==> config.mk <==
export PLATFORM = sky130hd
export DESIGN_NAME = ber_tlv_primitive_reader
export DESIGN_NICKNAME = d
export VERILOG_FILES = /design/src/rtl/core/btpr_pkg.sv /design/src/rtl/core/ber_tlv_primitive_reader.sv
export SDC_FILE = /design/constraint.sdc
export NUM_CORES = 1
export LEC_CHECK = 0
export BUFFER_PORTS_ARGS = -buffer_cell sky130_fd_sc_hd__buf_2
export CAP_MARGIN = 0
export CORE_MARGIN = 1
export CORE_UTILIZATION = 35
export CTS_CLUSTER_SIZE = 12
export DETAILED_ROUTE_END_ITERATION = 12
export GPL_TIMING_DRIVEN = 0
export HOLD_SLACK_MARGIN = 0.12
export SYNTH_ARGS = -nofsm -noshare
export SYNTH_HDL_FRONTEND = slang
export SYNTH_SLANG_ARGS = --single-unit
export TNS_END_PERCENT = 10
==> constraint.sdc <==
create_clock -name clk -period 5.71 [get_ports clk]
set_input_delay 1.142 -clock clk [delete_from_list [all_inputs] [get_ports clk]]
set_output_delay 1.142 -clock clk [all_outputs]
set_load 0.005 [all_outputs]
==> src/rtl/core/btpr_pkg.sv <==
// ----------------------------------------------------------------------------
// BER-TLV primitive reader package
// Shared payload types, register indexes, status codes and byte constants.
// ----------------------------------------------------------------------------
`default_nettype none

package btpr_pkg;

	localparam int TAG_BITS_DEF = 16;

	localparam int CFG_IDX_BITS  = 2;
	localparam int CFG_DATA_BITS = 16;

	localparam logic [CFG_IDX_BITS-1:0] CFG_EXPECTED_TAG     = 2'd0;
	localparam logic [CFG_IDX_BITS-1:0] CFG_MAX_VALUE_LENGTH = 2'd1;
	localparam logic [CFG_IDX_BITS-1:0] CFG_EXACT_MODE       = 2'd2;

	localparam logic [2:0] ST_BUSY      = 3'd0;
	localparam logic [2:0] ST_OK        = 3'd1;
	localparam logic [2:0] ST_BAD_TAG   = 3'd2;
	localparam logic [2:0] ST_TOO_LONG  = 3'd3;
	localparam logic [2:0] ST_NOT_EXACT = 3'd4;

	localparam logic [4:0] TAG_EXT_CODE = 5'h1F;
	localparam logic [7:0] LEN_LONG_FORM = 8'h80;
	localparam logic [6:0] LEN_COUNT_MASK = 7'h7F;

	typedef struct packed {
		logic [7:0] data_byte;
		logic       start_flag;
	} btpr_in_t;

	typedef struct packed {
		logic [7:0]  value_byte;
		logic        value_valid;
		logic        element_done;
		logic [2:0]  status;
		logic [15:0] value_length;
		logic [15:0] consumed_bytes;
	} btpr_out_t;

endpackage

`default_nettype wire

==> src/rtl/core/ber_tlv_primitive_reader.sv <==
// ----------------------------------------------------------------------------
// BER-TLV primitive reader
// Parses one BER-TLV element a byte at a time, checks its tag and length,
// and passes the value bytes out with a final status item.
//
// The block takes one encoded byte per clock cycle while its output is not
// held back, and returns one result item for every byte it takes. A byte
// passes an input register and then the tag, length and value update, which
// writes the element state and the result register in the same cycle, once
// the result register is free or being emptied.
// The input register and the result register let a new byte enter while an
// earlier result still waits. Configuration writes are always ready and
// should be made only while no element item is in flight.
// ----------------------------------------------------------------------------
`default_nettype none

module ber_tlv_primitive_reader #(
	parameter int TAG_BITS = btpr_pkg::TAG_BITS_DEF
) (
	input  wire                                 clk,
	input  wire                                 arst_n,
	input  wire                                 cfg_valid,
	output logic                                cfg_ready,
	input  wire  [btpr_pkg::CFG_IDX_BITS-1:0]   cfg_index,
	input  wire  [btpr_pkg::CFG_DATA_BITS-1:0]  cfg_data,
	input  wire                                 in_valid,
	output logic                                in_ready,
	input  wire  btpr_pkg::btpr_in_t            in_data,
	output logic                                out_valid,
	input  wire                                 out_ready,
	output btpr_pkg::btpr_out_t                 out_data
);

	localparam int CMP_BITS = (TAG_BITS > 16) ? TAG_BITS : 16;

	typedef enum logic [2:0] {
		PH_IDLE,
		PH_TAG_MORE,
		PH_LEN_HEAD,
		PH_LEN_MORE,
		PH_VALUE,
		PH_DONE
	} phase_t;

	logic [15:0]         expected_tag_q;
	logic [15:0]         max_value_length_q;
	logic                exact_mode_q;

	logic                valid_s1;
	btpr_pkg::btpr_in_t  data_s1;
	logic                out_valid_s2;
	btpr_pkg::btpr_out_t out_data_s2;

	phase_t              phase_q, phase_n;
	logic [TAG_BITS-1:0] tag_accum_q, tag_accum_n;
	logic [15:0]         length_accum_q, length_accum_n;
	logic [6:0]          length_left_q, length_left_n;
	logic [15:0]         value_left_q, value_left_n;
	logic [15:0]         byte_offset_q, byte_offset_n;

	logic                advance;
	logic                tag_fin;
	logic                len_fin;
	logic [7:0]          b;
	btpr_pkg::btpr_out_t res;

	assign cfg_ready = 1'b1;
	assign advance   = valid_s1 && (!out_valid_s2 || out_ready);
	assign in_ready  = !valid_s1 || advance;
	assign out_valid = out_valid_s2;
	assign out_data  = out_data_s2;
	assign b         = data_s1.data_byte;

	always_comb begin
		phase_n        = phase_q;
		tag_accum_n    = tag_accum_q;
		length_accum_n = length_accum_q;
		length_left_n  = length_left_q;
		value_left_n   = value_left_q;
		byte_offset_n  = byte_offset_q;
		res            = '0;
		tag_fin        = 1'b0;
		len_fin        = 1'b0;

		if (data_s1.start_flag) begin
			byte_offset_n  = 16'd1;
			tag_accum_n    = TAG_BITS'(b);
			length_accum_n = '0;
			length_left_n  = '0;
			value_left_n   = '0;
			if (b[4:0] == btpr_pkg::TAG_EXT_CODE) begin
				phase_n = PH_TAG_MORE;
			end else begin
				tag_fin = 1'b1;
			end
		end else if (phase_q == PH_TAG_MORE || phase_q == PH_LEN_HEAD ||
				phase_q == PH_LEN_MORE || phase_q == PH_VALUE) begin
			byte_offset_n = byte_offset_q + 16'd1;
			case (phase_q)
				PH_TAG_MORE: begin
					tag_accum_n = TAG_BITS'({tag_accum_q, b});
					tag_fin     = !b[7];
				end
				PH_LEN_HEAD: begin
					if (b[7] && (b[6:0] & btpr_pkg::LEN_COUNT_MASK) != 7'd0) begin
						length_accum_n = '0;
						length_left_n  = b[6:0];
						phase_n        = PH_LEN_MORE;
					end else begin
						length_accum_n = (b >= btpr_pkg::LEN_LONG_FORM) ? 16'd0 : {8'd0, b};
						len_fin        = 1'b1;
					end
				end
				PH_LEN_MORE: begin
					length_accum_n = {length_accum_q[7:0], b};
					length_left_n  = length_left_q - 7'd1;
					len_fin        = (length_left_n == 7'd0);
				end
				default: begin
					res.value_byte   = b;
					res.value_valid  = 1'b1;
					res.value_length = length_accum_q;
					value_left_n     = value_left_q - 16'd1;
					if (value_left_n == 16'd0) begin
						res.element_done   = 1'b1;
						res.status         = btpr_pkg::ST_OK;
						res.consumed_bytes = byte_offset_n;
						phase_n            = PH_DONE;
					end
				end
			endcase
		end

		if (tag_fin) begin
			if (CMP_BITS'(tag_accum_n) != CMP_BITS'(expected_tag_q)) begin
				res.element_done = 1'b1;
				res.status       = btpr_pkg::ST_BAD_TAG;
				phase_n          = PH_DONE;
			end else begin
				phase_n = PH_LEN_HEAD;
			end
		end

		if (len_fin) begin
			res.value_length = length_accum_n;
			if (exact_mode_q && length_accum_n != max_value_length_q) begin
				res.element_done = 1'b1;
				res.status       = btpr_pkg::ST_NOT_EXACT;
				phase_n          = PH_DONE;
			end else if (length_accum_n > max_value_length_q) begin
				res.element_done = 1'b1;
				res.status       = btpr_pkg::ST_TOO_LONG;
				phase_n          = PH_DONE;
			end else if (length_accum_n == 16'd0) begin
				res.element_done   = 1'b1;
				res.status         = btpr_pkg::ST_OK;
				res.consumed_bytes = byte_offset_n;
				phase_n            = PH_DONE;
			end else begin
				value_left_n = length_accum_n;
				phase_n      = PH_VALUE;
			end
		end
	end

	always_ff @(posedge clk or negedge arst_n) begin
		if (!arst_n) begin
			expected_tag_q     <= '0;
			max_value_length_q <= '0;
			exact_mode_q       <= 1'b0;
			valid_s1           <= 1'b0;
			out_valid_s2       <= 1'b0;
			phase_q            <= PH_IDLE;
			tag_accum_q        <= '0;
			length_accum_q     <= '0;
			length_left_q      <= '0;
			value_left_q       <= '0;
			byte_offset_q      <= '0;
		end else begin
			if (cfg_valid) begin
				unique case (cfg_index)
					btpr_pkg::CFG_EXPECTED_TAG:     expected_tag_q     <= cfg_data;
					btpr_pkg::CFG_MAX_VALUE_LENGTH: max_value_length_q <= cfg_data;
					btpr_pkg::CFG_EXACT_MODE:       exact_mode_q       <= cfg_data[0];
					default: ;
				endcase
			end
			if (in_ready) begin
				valid_s1 <= in_valid;
				if (in_valid) begin
					data_s1 <= in_data;
				end
			end
			if (advance) begin
				out_valid_s2   <= 1'b1;
				out_data_s2    <= res;
				phase_q        <= phase_n;
				tag_accum_q    <= tag_accum_n;
				length_accum_q <= length_accum_n;
				length_left_q  <= length_left_n;
				value_left_q   <= value_left_n;
				byte_offset_q  <= byte_offset_n;
			end else if (out_ready) begin
				out_valid_s2 <= 1'b0;
			end
		end
	end

`ifndef SYNTHESIS
	a_status_with_done: assert property (@(posedge clk) disable iff (!arst_n)
		out_valid_s2 |-> (out_data_s2.element_done ==
			(out_data_s2.status != btpr_pkg::ST_BUSY)))
		else $error("status and element_done disagree");

	a_value_phase_copies: assert property (@(posedge clk) disable iff (!arst_n)
		(advance && !data_s1.start_flag && phase_q == PH_VALUE)
		|=> (out_valid_s2 && out_data_s2.value_valid))
		else $error("value byte not passed out");

	a_consumed_only_ok: assert property (@(posedge clk) disable iff (!arst_n)
		(out_valid_s2 && out_data_s2.consumed_bytes != 16'd0)
		|-> (out_data_s2.status == btpr_pkg::ST_OK))
		else $error("byte count given without ok status");
`endif

endmodule

`default_nettype wire
==> impl_metrics.toml, run 1 <==
[status]
status = "finished, final reports clean"

[clock_network]
cts_hold_buf = 0
cts_buffers = 17
cts_sinks = 163
clock_latency_ps = 430
cts_tree = "yes"
clockRootBuffer = "clkbuf_16"
ctsLongestPathBuffers = 2
htree_levels = 4
post-cts-setup-buffer-count = 0
clk_pin_slew_ps = 60

[synthesis]
yosysTopAreaCellShare_pct = 30.1
synth.area.top_cells = "dfrtp_1 30%, edfxtp_1 18%, mux2_2 5.2%, nand2_1 4.6%, ha_1 2.9%"
syn_inst = 909
synth_top_area_cell = "dfrtp_1"
syn_nets = 962
ys_ff_latch = 163
yosys_warnings = 0
syn_area_mm2 = 0.00907
synth_flop_cell = "dfrtp_1"
synth_top_cells_by_count = "110 x nand2_1, 109 x dfrtp_1, 59 x nor2_1, 54 x edfxtp_1, 44 x clkbuf_1"
synth.most_common_cell = "nand2_1"
async_flop_share_pct = 66.9
synth.distinct_cells = 76
avgSynthCellArea_um2 = 9.98
yosysSeqAreaShare_pct = 48.0
synth_edf_count = 54

[cells_and_area]
drive_gt1_share_pct = 17.8
diodes = 0
areaGrowthSynthToFinish_pct = 15.6
multi_input_area_mm2 = 0.00439
fill_cells = 2487
fin_util_pct = 41.4
seq_area_mm2 = 0.00435
stdcell_area_mm2 = 0.0105
final_nets = 1060

[critical_path]
cp.required_ps = 6020
worstSetupPathType = "flop to flop"
crit_start = "phase_q[0]"
reg2regPathDepth = 16
crit_path_end_kind = "flop"
startpoint_type = "flop"
slowest_delay_ps = 740
rrSetupSlack_ps = 400
slowest_stage = "a221oi_2"
cp_data_arrival_time_ps = 5620
cp_cell_sequence = "clkbuf_1, clkbuf_1, clkbuf_2, inv_1, a21oi_1, a22oi_1, nor2_1, ha_1, nor2b_1, o211ai_1, a21boi_0, or3_1, clkbuf_1, a221oi_2, o21ai_0, a211o_1"
r2r_start = "phase_q[0]"
critPathMaxFanout = 10
cp_common_cell = "clkbuf_1"
cpLargestDelayFamily = "compound AO/OA/AOI/OAI gates"
critPathBufInv = 5
reg2reg_to = "value_left_q[3]"

[detailed_routing]
vias = 7522
wl_um = 25900
drt_iter0_markers = 517
via_per_inst = 5.57
drtAntennaViolNets = 0
post_drt_wl_per_cell_um = 19.2
first_pass_iters = 5
drcViolationCount = 0

[global_routing]
grt_pass1_wl_um = 41100
antenna_found_initial = 0
grt_use_total_pct = 20.2
overflow = 0
grt_pass1_vias = 7216
grt_max_degree = 57

[floorplan]
die_x_um = 163
initial_core_util_pct = 35.8
rows = 58
die_h_um = 163
core_area_mm2 = 0.0253
io-pin-count = 80
die-area_mm2 = 0.0266

[sta]
min_period_ps = 5310
clock.fmax_mhz = 188
tightest_slew_ps = 1130
relSlewSlack_pct = 24.2
drv_slew = 0
fin_crit_sh_pct = 93.0
rsz0062_at_grt = "no"
fin_ws_ps = 398
setup_viol = 0
fin_worst_skew_ps = 12.1
finalHoldViolations = 0

[power_and_ir_drop]
p_leak_nw = 4.22
cellPowerDensity_mw_per_mm2 = 372
p_total_mw = 3.90
peakVddDrop_mv = 0.179

[min_path]
min_to = "length_left_q[1]"
min_path_type = "flop to flop"
whs_path_depth = 2
worst_hold_startpoint = "length_left_q[1]"

[placement]
dpl.hpwl_um = 18900
place.gp.congestion = 0.909
io_buffers = 78
dpl_cell_area_mm2 = 0.00993
pre_cts_ws_ps = -441

[run]
drv_cap = 0
## stage by stage
stage	setup TNS, ps	hold WS [ps]	instances
floorplan	0	464	909
finish	0	501	1350
global placement	-7670	479	1317
detailed placement	-6000	494	1319
CTS	0	507	1350
global route	0	522	1350
## final cells by class
class	count	share of cell area [%]
Timing Repair Buffer	80	4.24
Inverter	31	1.11
Clock inverter	11	1.00
Sequential cell	163	41.5
Tap cell	330	3.94
Buffer	55	2.15
Clock buffer	21	4.20
Multi-Input combinational cell	659	41.9
## routing by layer
metal	routed length, um	track usage, %	up-vias
met5	0	0	-
met4	532	6.67	0
met3	1290	3.57	53
met2	12100	32.2	243
met1	11900	27.7	3679
li1	-	-	3547
## registers in the layout, indices dropped and copies added, names as in the netlist
register            count
max_value_length_q     16
expected_tag_q         16
data_s1                 1
exact_mode_q            1
phase_q                 3
tag_accum_q            16
byte_offset_q          16
b                       8
length_accum_q         16
length_left_q           7
out_valid               1
valid_s1                1
out_data               45
value_left_q           16
## worst reg2reg max path: cells and delay by family (launching register included)
| family | cells | cell delay [ps] |
|---|---|---|
| fa+ha+maj | 1 | 330 |
| simple gates | 3 | 960 |
| buf+inv | 5 | 1470 |
| compound gates | 7 | 2130 |
| flops | 1 | 320 |
## cell families (layout without fill, tap and decap cells)
family	Yosys count	after routing	share of synthesized area, %
and+or+nand+nor	342	342	19.7
AOI/OAI and AO/OA	210	210	16.2
DFF	163	163	48.0
buffers and inverters	87	198	3.73
muxes	52	52	6.32
xor gates and xnor gates	33	33	3.19
adders and majority gates	21	21	2.90
other	1	1	0.0414
## timing repair
item                                    in CTS  in global routing
cloned                                       0                  0
endpoints found under the setup margin      30                 27
gates resized for setup                      3                  6
pin swaps                                    0                  0
## worst max path at each step
stage	cells past startpoint	slack [ps]	end
4_1_cts	15	50	out_data[7]
2_1_floorplan	16	1560	out_data[10]
5_1_grt	16	90	value_left_q[3]
3_3_place_gp	16	-500	out_data[9]
6_report	16	400	value_left_q[3]
3_5_place_dp	16	-440	out_data[14]
## cells in the final DEF, fill, tap and decap left out, types with 6 or more instances in the layout
cell type | netlist | layout
mux2_2 | 42 | 42
edfxtp_1 | 54 | 54
nor4_1 | 10 | 9
o31ai_1 | 9 | 9
clkbuf_1 | 44 | 44
and3_1 | 16 | 15
o211ai_1 | 14 | 14
buf_2 | 6 | 84
dfrtp_1 | 109 | 109
ha_1 | 21 | 21
xnor2_1 | 27 | 27
or3_1 | 13 | 13
o21ai_0 | 43 | 43
a31oi_1 | 13 | 13
nand2b_1 | 26 | 26
xor2_1 | 6 | 6
clkbuf_16 | 0 | 17
nor2_1 | 59 | 59
a211o_1 | 7 | 7
mux2i_1 | 10 | 10
a21o_1 | 10 | 10
or2_2 | 7 | 7
a22o_1 | 16 | 16
nand4bb_1 | 8 | 8
nand4_1 | 8 | 8
or4_1 | 8 | 8
inv_1 | 31 | 31
nand3_1 | 23 | 23
nand2_1 | 110 | 110
a22oi_1 | 13 | 13
a21oi_1 | 38 | 38
nor3_1 | 23 | 23
## power by group
part	total [mW]	leakage (nW)	internal, mW	switching [mW]
Clock	1.09	0.261	0.604	0.489
Sequential	1.58	1.88	1.40	0.179
Combinational	1.23	2.08	0.486	0.740
Note: power is estimated with default switching activity, not from simulation.
==> run 2: changes to the inputs <==
Clock period 5.71 ns to 5.6 ns, I/O delays scaled along.
==> run 2 against run 1 <==
Compared with the run above: sequential power is essentially flat; critical path depth is the same; clock power is essentially flat; worst hold slack improved by 2.7 ps; first-iteration DRC count increased by 4.8%; via count grew 0.16%; critical endpoint unchanged; largest power group unchanged.
==> impl_metrics.toml, run 2 (synthesized netlist as in run 1, its figures left out) <==
[status]
status = "finished, final reports clean"

[critical_path]
cp.required_ps = 5910
startpoint_type = "flop"
slowest_delay_ps = 760
slowest_stage = "a221oi_2"
crit_start = "phase_q[0]"
reg2reg_to = "value_left_q[3]"
reg2regPathDepth = 16
crit_path_end_kind = "flop"
worstSetupPathType = "flop to flop"
crit_end = "value_left_q[3]"
critPathMaxFanout = 10
cp_data_arrival_time_ps = 5550
r2r_start = "phase_q[0]"
rrSetupSlack_ps = 360
cp_cell_sequence = "clkbuf_1, clkbuf_2, clkbuf_2, inv_1, a21oi_1, a22oi_1, nor2_1, ha_1, nor2b_1, o211ai_1, a21boi_0, or3_1, clkbuf_1, a221oi_2, o21ai_0, a211o_1"

[power_and_ir_drop]
p_total_mw = 3.98
peakVddDrop_mv = 0.183
p_leak_nw = 4.23
cellPowerDensity_mw_per_mm2 = 380

[detailed_routing]
drtAntennaViolNets = 0
drt_iter0_markers = 542
wl_um = 25800
drcViolationCount = 0
via_per_inst = 5.58
vias = 7534
first_pass_iters = 5
post_drt_wl_per_cell_um = 19.1

[sta]
relSlewSlack_pct = 24.1
min_period_ps = 5240
tns_ps = 0
setup_viol = 0
drv_slew = 0
fin_ws_ps = 359
rsz0062_at_grt = "no"
finalHoldViolations = 0
fin_worst_skew_ps = 10.9
fin_crit_sh_pct = 93.6
clock.fmax_mhz = 191
tightest_slew_ps = 1140

[clock_network]
clockRootBuffer = "clkbuf_16"
ctsLongestPathBuffers = 2
clock_latency_ps = 430
htree_levels = 4
cts_tree = "yes"
cts_hold_buf = 0
cts_sinks = 163
cts_buffers = 17
clk_pin_slew_ps = 60

[placement]
dpl_cell_area_mm2 = 0.00993
pre_cts_ws_ps = -551
dpl.hpwl_um = 18900
io_buffers = 78
place.gp.congestion = 0.909

[cells_and_area]
stdcell_area_mm2 = 0.0105
areaGrowthSynthToFinish_pct = 15.7
diodes = 0
final_cell_mix = "110 x nand2_1, 109 x dfrtp_1, 85 x buf_2, 59 x nor2_1, 54 x edfxtp_1"
fin_util_pct = 41.4
seq_area_mm2 = 0.00435
multi_input_area_mm2 = 0.00439
largest_reg_flops = 45
fill_cells = 2484
drive_gt1_share_pct = 18.0
final_nets = 1061
final_common_cell = "nand2_1"

[floorplan]
rows = 58
io-pin-count = 80
die_h_um = 163
die-area_mm2 = 0.0266
die_x_um = 163
initial_core_util_pct = 35.8
core_area_mm2 = 0.0253

[global_routing]
grt_pass1_wl_um = 41000
antenna_found_initial = 0
grt_pass1_vias = 7206
grt_use_total_pct = 20.2
overflow = 0
grt_max_degree = 57

[run]
drv_cap = 0

[min_path]
min_path_type = "flop to flop"
## run 2: worst min path at each step
| stage | from | end | cells past startpoint |
|---|---|---|---|
| 2_1_floorplan | length_left_q[1] | length_left_q[1] | 2 |
| 3_3_place_gp | tag_accum_q[14] | tag_accum_q[14] | 1 |
| 3_5_place_dp | tag_accum_q[14] | tag_accum_q[14] | 1 |
| 4_1_cts | length_left_q[1] | length_left_q[1] | 2 |
| 5_1_grt | tag_accum_q[14] | tag_accum_q[14] | 1 |
| 6_report | tag_accum_q[14] | tag_accum_q[14] | 1 |
## run 2: stage by stage
stage                     hold WS (ps)  std cells
after floorplan                    464        909
after global placement             479       1317
after detailed placement           494       1319
after CTS                          507       1349
after global routing               522       1351
final                              504       1351
## run 2: area by class of cell
cell class,instances,area share [%]
Inverter,31,1.11
Clock inverter,11,1.00
Timing Repair Buffer,82,4.38
Clock buffer,21,4.20
Multi-Input combinational cell,659,41.8
Sequential cell,163,41.4
Buffer,54,2.11
Tap cell,330,3.93
## run 2: worst max-delay path, delay by kind of cell (launching register included)
| family | cells | cell delay, ps |
|---|---|---|
| compound gates | 7 | 2180 |
| buf+inv | 5 | 1340 |
| simple gates | 3 | 970 |
| fa+ha+maj | 1 | 330 |
| flops | 1 | 320 |
## run 2: timing repair
item | 4_1_cts | 5_1_grt
gates resized for setup | 3 | 8
setup buffers | 0 | 2
endpoints found under the setup margin | 32 | 29
## run 2: metal layers
layer	GRT usage [%]	share of wire [%]	vias up	wire length [um]
met2	32.1	47	223	12200
met4	6.37	1.7	0	428
met3	3.51	4.5	38	1160
met1	27.8	47	3716	12100
met5	0	0	-	0
li1	-	-	3557	-
## run 2: report_power, final
part,switching (mW),internal [mW],total (mW)
clock network,0.502,0.616,1.12
registers,0.184,1.43,1.61
logic,0.759,0.496,1.26
==> run 3: changes to the inputs <==
Settings changed: BUFFER_PORTS_ARGS -buffer_cell sky130_fd_sc_hd__buf_2 to not set, CORE_ASPECT_RATIO set to 0.7, DONT_BUFFER_PORTS set to 1, PLACE_DENSITY_LB_ADDON set to 0.2.
==> run 3 against run 2 <==
Compared with the run above: critical path type unchanged; register-to-register slack about the same; setup slack better by 13 ps; largest cell class unchanged; count of clock-buffer cells in the layout down 4; sequential cell count unchanged; via count down 3.6%; wire length up 4.7%; non-clock buffer count down 80.
==> impl_metrics.toml, run 3 (synthesized netlist as in run 1, its figures left out) <==
[clock_network]
cts_sinks = 163
clk_pin_slew_ps = 80
cts_buffers = 17
cts_resized = 4
ctsLongestPathBuffers = 2
clock_latency_ps = 450
post-cts-setup-buffer-count = 0
cts_tree = "yes"
htree_levels = 4
cts_hold_buf = 0
clockRootBuffer = "clkbuf_16"

[sta]
rsz0062_at_grt = "no"
tightest_slew_ps = 966
min_period_ps = 5230
fin_ws_ps = 371
clock.fmax_mhz = 191
fin_crit_sh_pct = 93.4
tns_ps = 0
drv_slew = 0
relSlewSlack_pct = 35.4
setup_viol = 0
fin_worst_skew_ps = 16.1
finalHoldViolations = 0

[global_routing]
antenna_found_initial = 0
grt_pass1_wl_um = 41600
grt_use_total_pct = 20.9
grt_max_degree = 112
overflow = 0
grt_pass1_vias = 6853

[critical_path]
slowest_delay_ps = 640
r2r_start = "data_s1[0]"
slowest_stage = "edfxtp_1"
reg2reg_to = "out_data[6]"
startpoint_type = "flop"
cp_cell_sequence = "clkbuf_2, buf_1, clkbuf_2, buf_2, nor2_1, ha_1, nand4_1, nor4_2, a21boi_0, or3_1, clkbuf_1, nand2_1, a32oi_2, buf_2, nor2_1"
worstSetupPathType = "flop to flop"
rrSetupSlack_ps = 370
cp.required_ps = 5790
critPathMaxFanout = 11
crit_path_end_kind = "flop"
crit_start = "data_s1[0]"
reg2regPathDepth = 15
cp_data_arrival_time_ps = 5420

[cells_and_area]
areaGrowthSynthToFinish_pct = 11.6
diodes = 0
fill_cells = 2452
final_common_cell = "nand2_1"
drive_gt1_share_pct = 11.5
final_cell_mix = "110 x nand2_1, 109 x dfrtp_1, 59 x nor2_1, 54 x edfxtp_1, 43 x o21ai_0"
final_nets = 981
largest_reg_flops = 45
stdcell_area_mm2 = 0.0101
final_cells = 1266

[detailed_routing]
wl_um = 27000
drt_iter0_markers = 581
via_per_inst = 5.74
drtAntennaViolNets = 0
first_pass_iters = 6
drcViolationCount = 0
post_drt_wl_per_cell_um = 21.4
vias = 7262

[power_and_ir_drop]
seq_power_share_pct = 40.4
combPwrFrac_pct = 30.6
p_total_mw = 4.02
power_switching_mw = 1.52
p_int_mw = 2.50
p_clk_share_pct = 29.0
switching_share_pct = 37.8
p_leak_nw = 3.93
peakVddDrop_mv = 0.253
cellPowerDensity_mw_per_mm2 = 397

[floorplan]
die_h_um = 137
io-pin-count = 80
die_x_um = 194
rows = 48
initial_core_util_pct = 36.2
die-area_mm2 = 0.0266
core_area_mm2 = 0.0250

[placement]
dpl_cell_area_mm2 = 0.00950
io_buffers = 0
pre_cts_ws_ps = -384
dpl.hpwl_um = 19900
place.gp.congestion = 0.949
placedCellCount = 1235

[status]
status = "finished, final reports clean"

[min_path]
min_path_type = "input port to async pin"

[run]
drv_cap = 0
run 3: routing by layer:
metal	track usage (%)	wire length [um]
met4	4.67	289
met5	0	0
met2	29.3	11300
met1	32.1	13700
met3	4.66	1780
run 3: power groups by stage:
stage	sequential, mW	combinational, mW	clock (mW)
floorplan	1.57	0.911	0
global placement	1.64	1.19	0
detailed placement	1.64	1.21	0
CTS	1.62	1.21	1.20
global route	1.65	1.35	1.24
finish	1.62	1.23	1.17
run 3: final cells by class:
type / instances / area (um2) / share of cell area [%]
Multi-Input combinational cell: 659 / 4410 / 43.6
Sequential cell: 163 / 4350 / 43.0
Clock buffer: 17 / 425 / 4.20
Tap cell: 325 / 407 / 4.02
Buffer: 55 / 224 / 2.21
Clock inverter: 15 / 166 / 1.64
Inverter: 31 / 116 / 1.15
Timing Repair Buffer: 1 / 20.0 / 0.198
run 3: worst max-delay path, delay by kind of cell, from the launching register on:
kind / cells / cell delay, ps
flops: 1 / 640
compound gates: 2 / 760
simple gates: 6 / 1200
fa+ha+maj: 1 / 320
buf+inv: 6 / 2040
run 3: how the worst max path moves through the flow:
stage	endpoint	slack [ps]	cells after the start
after CTS	value_left_q[8]	140	16
after detailed placement	out_data[13]	-380	16
after global placement	out_data[6]	-490	16
after floorplan	out_data[10]	1450	16
final	out_data[6]	370	15
after global routing	out_data[9]	110	15
run 3: per-stage QoR:
stage,hold slack (ps),util [%]
5_1_grt,343,40.4
6_report,363,40.4
3_3_place_gp,481,37.8
4_1_cts,352,40.3
2_1_floorplan,464,-
3_5_place_dp,488,37.9
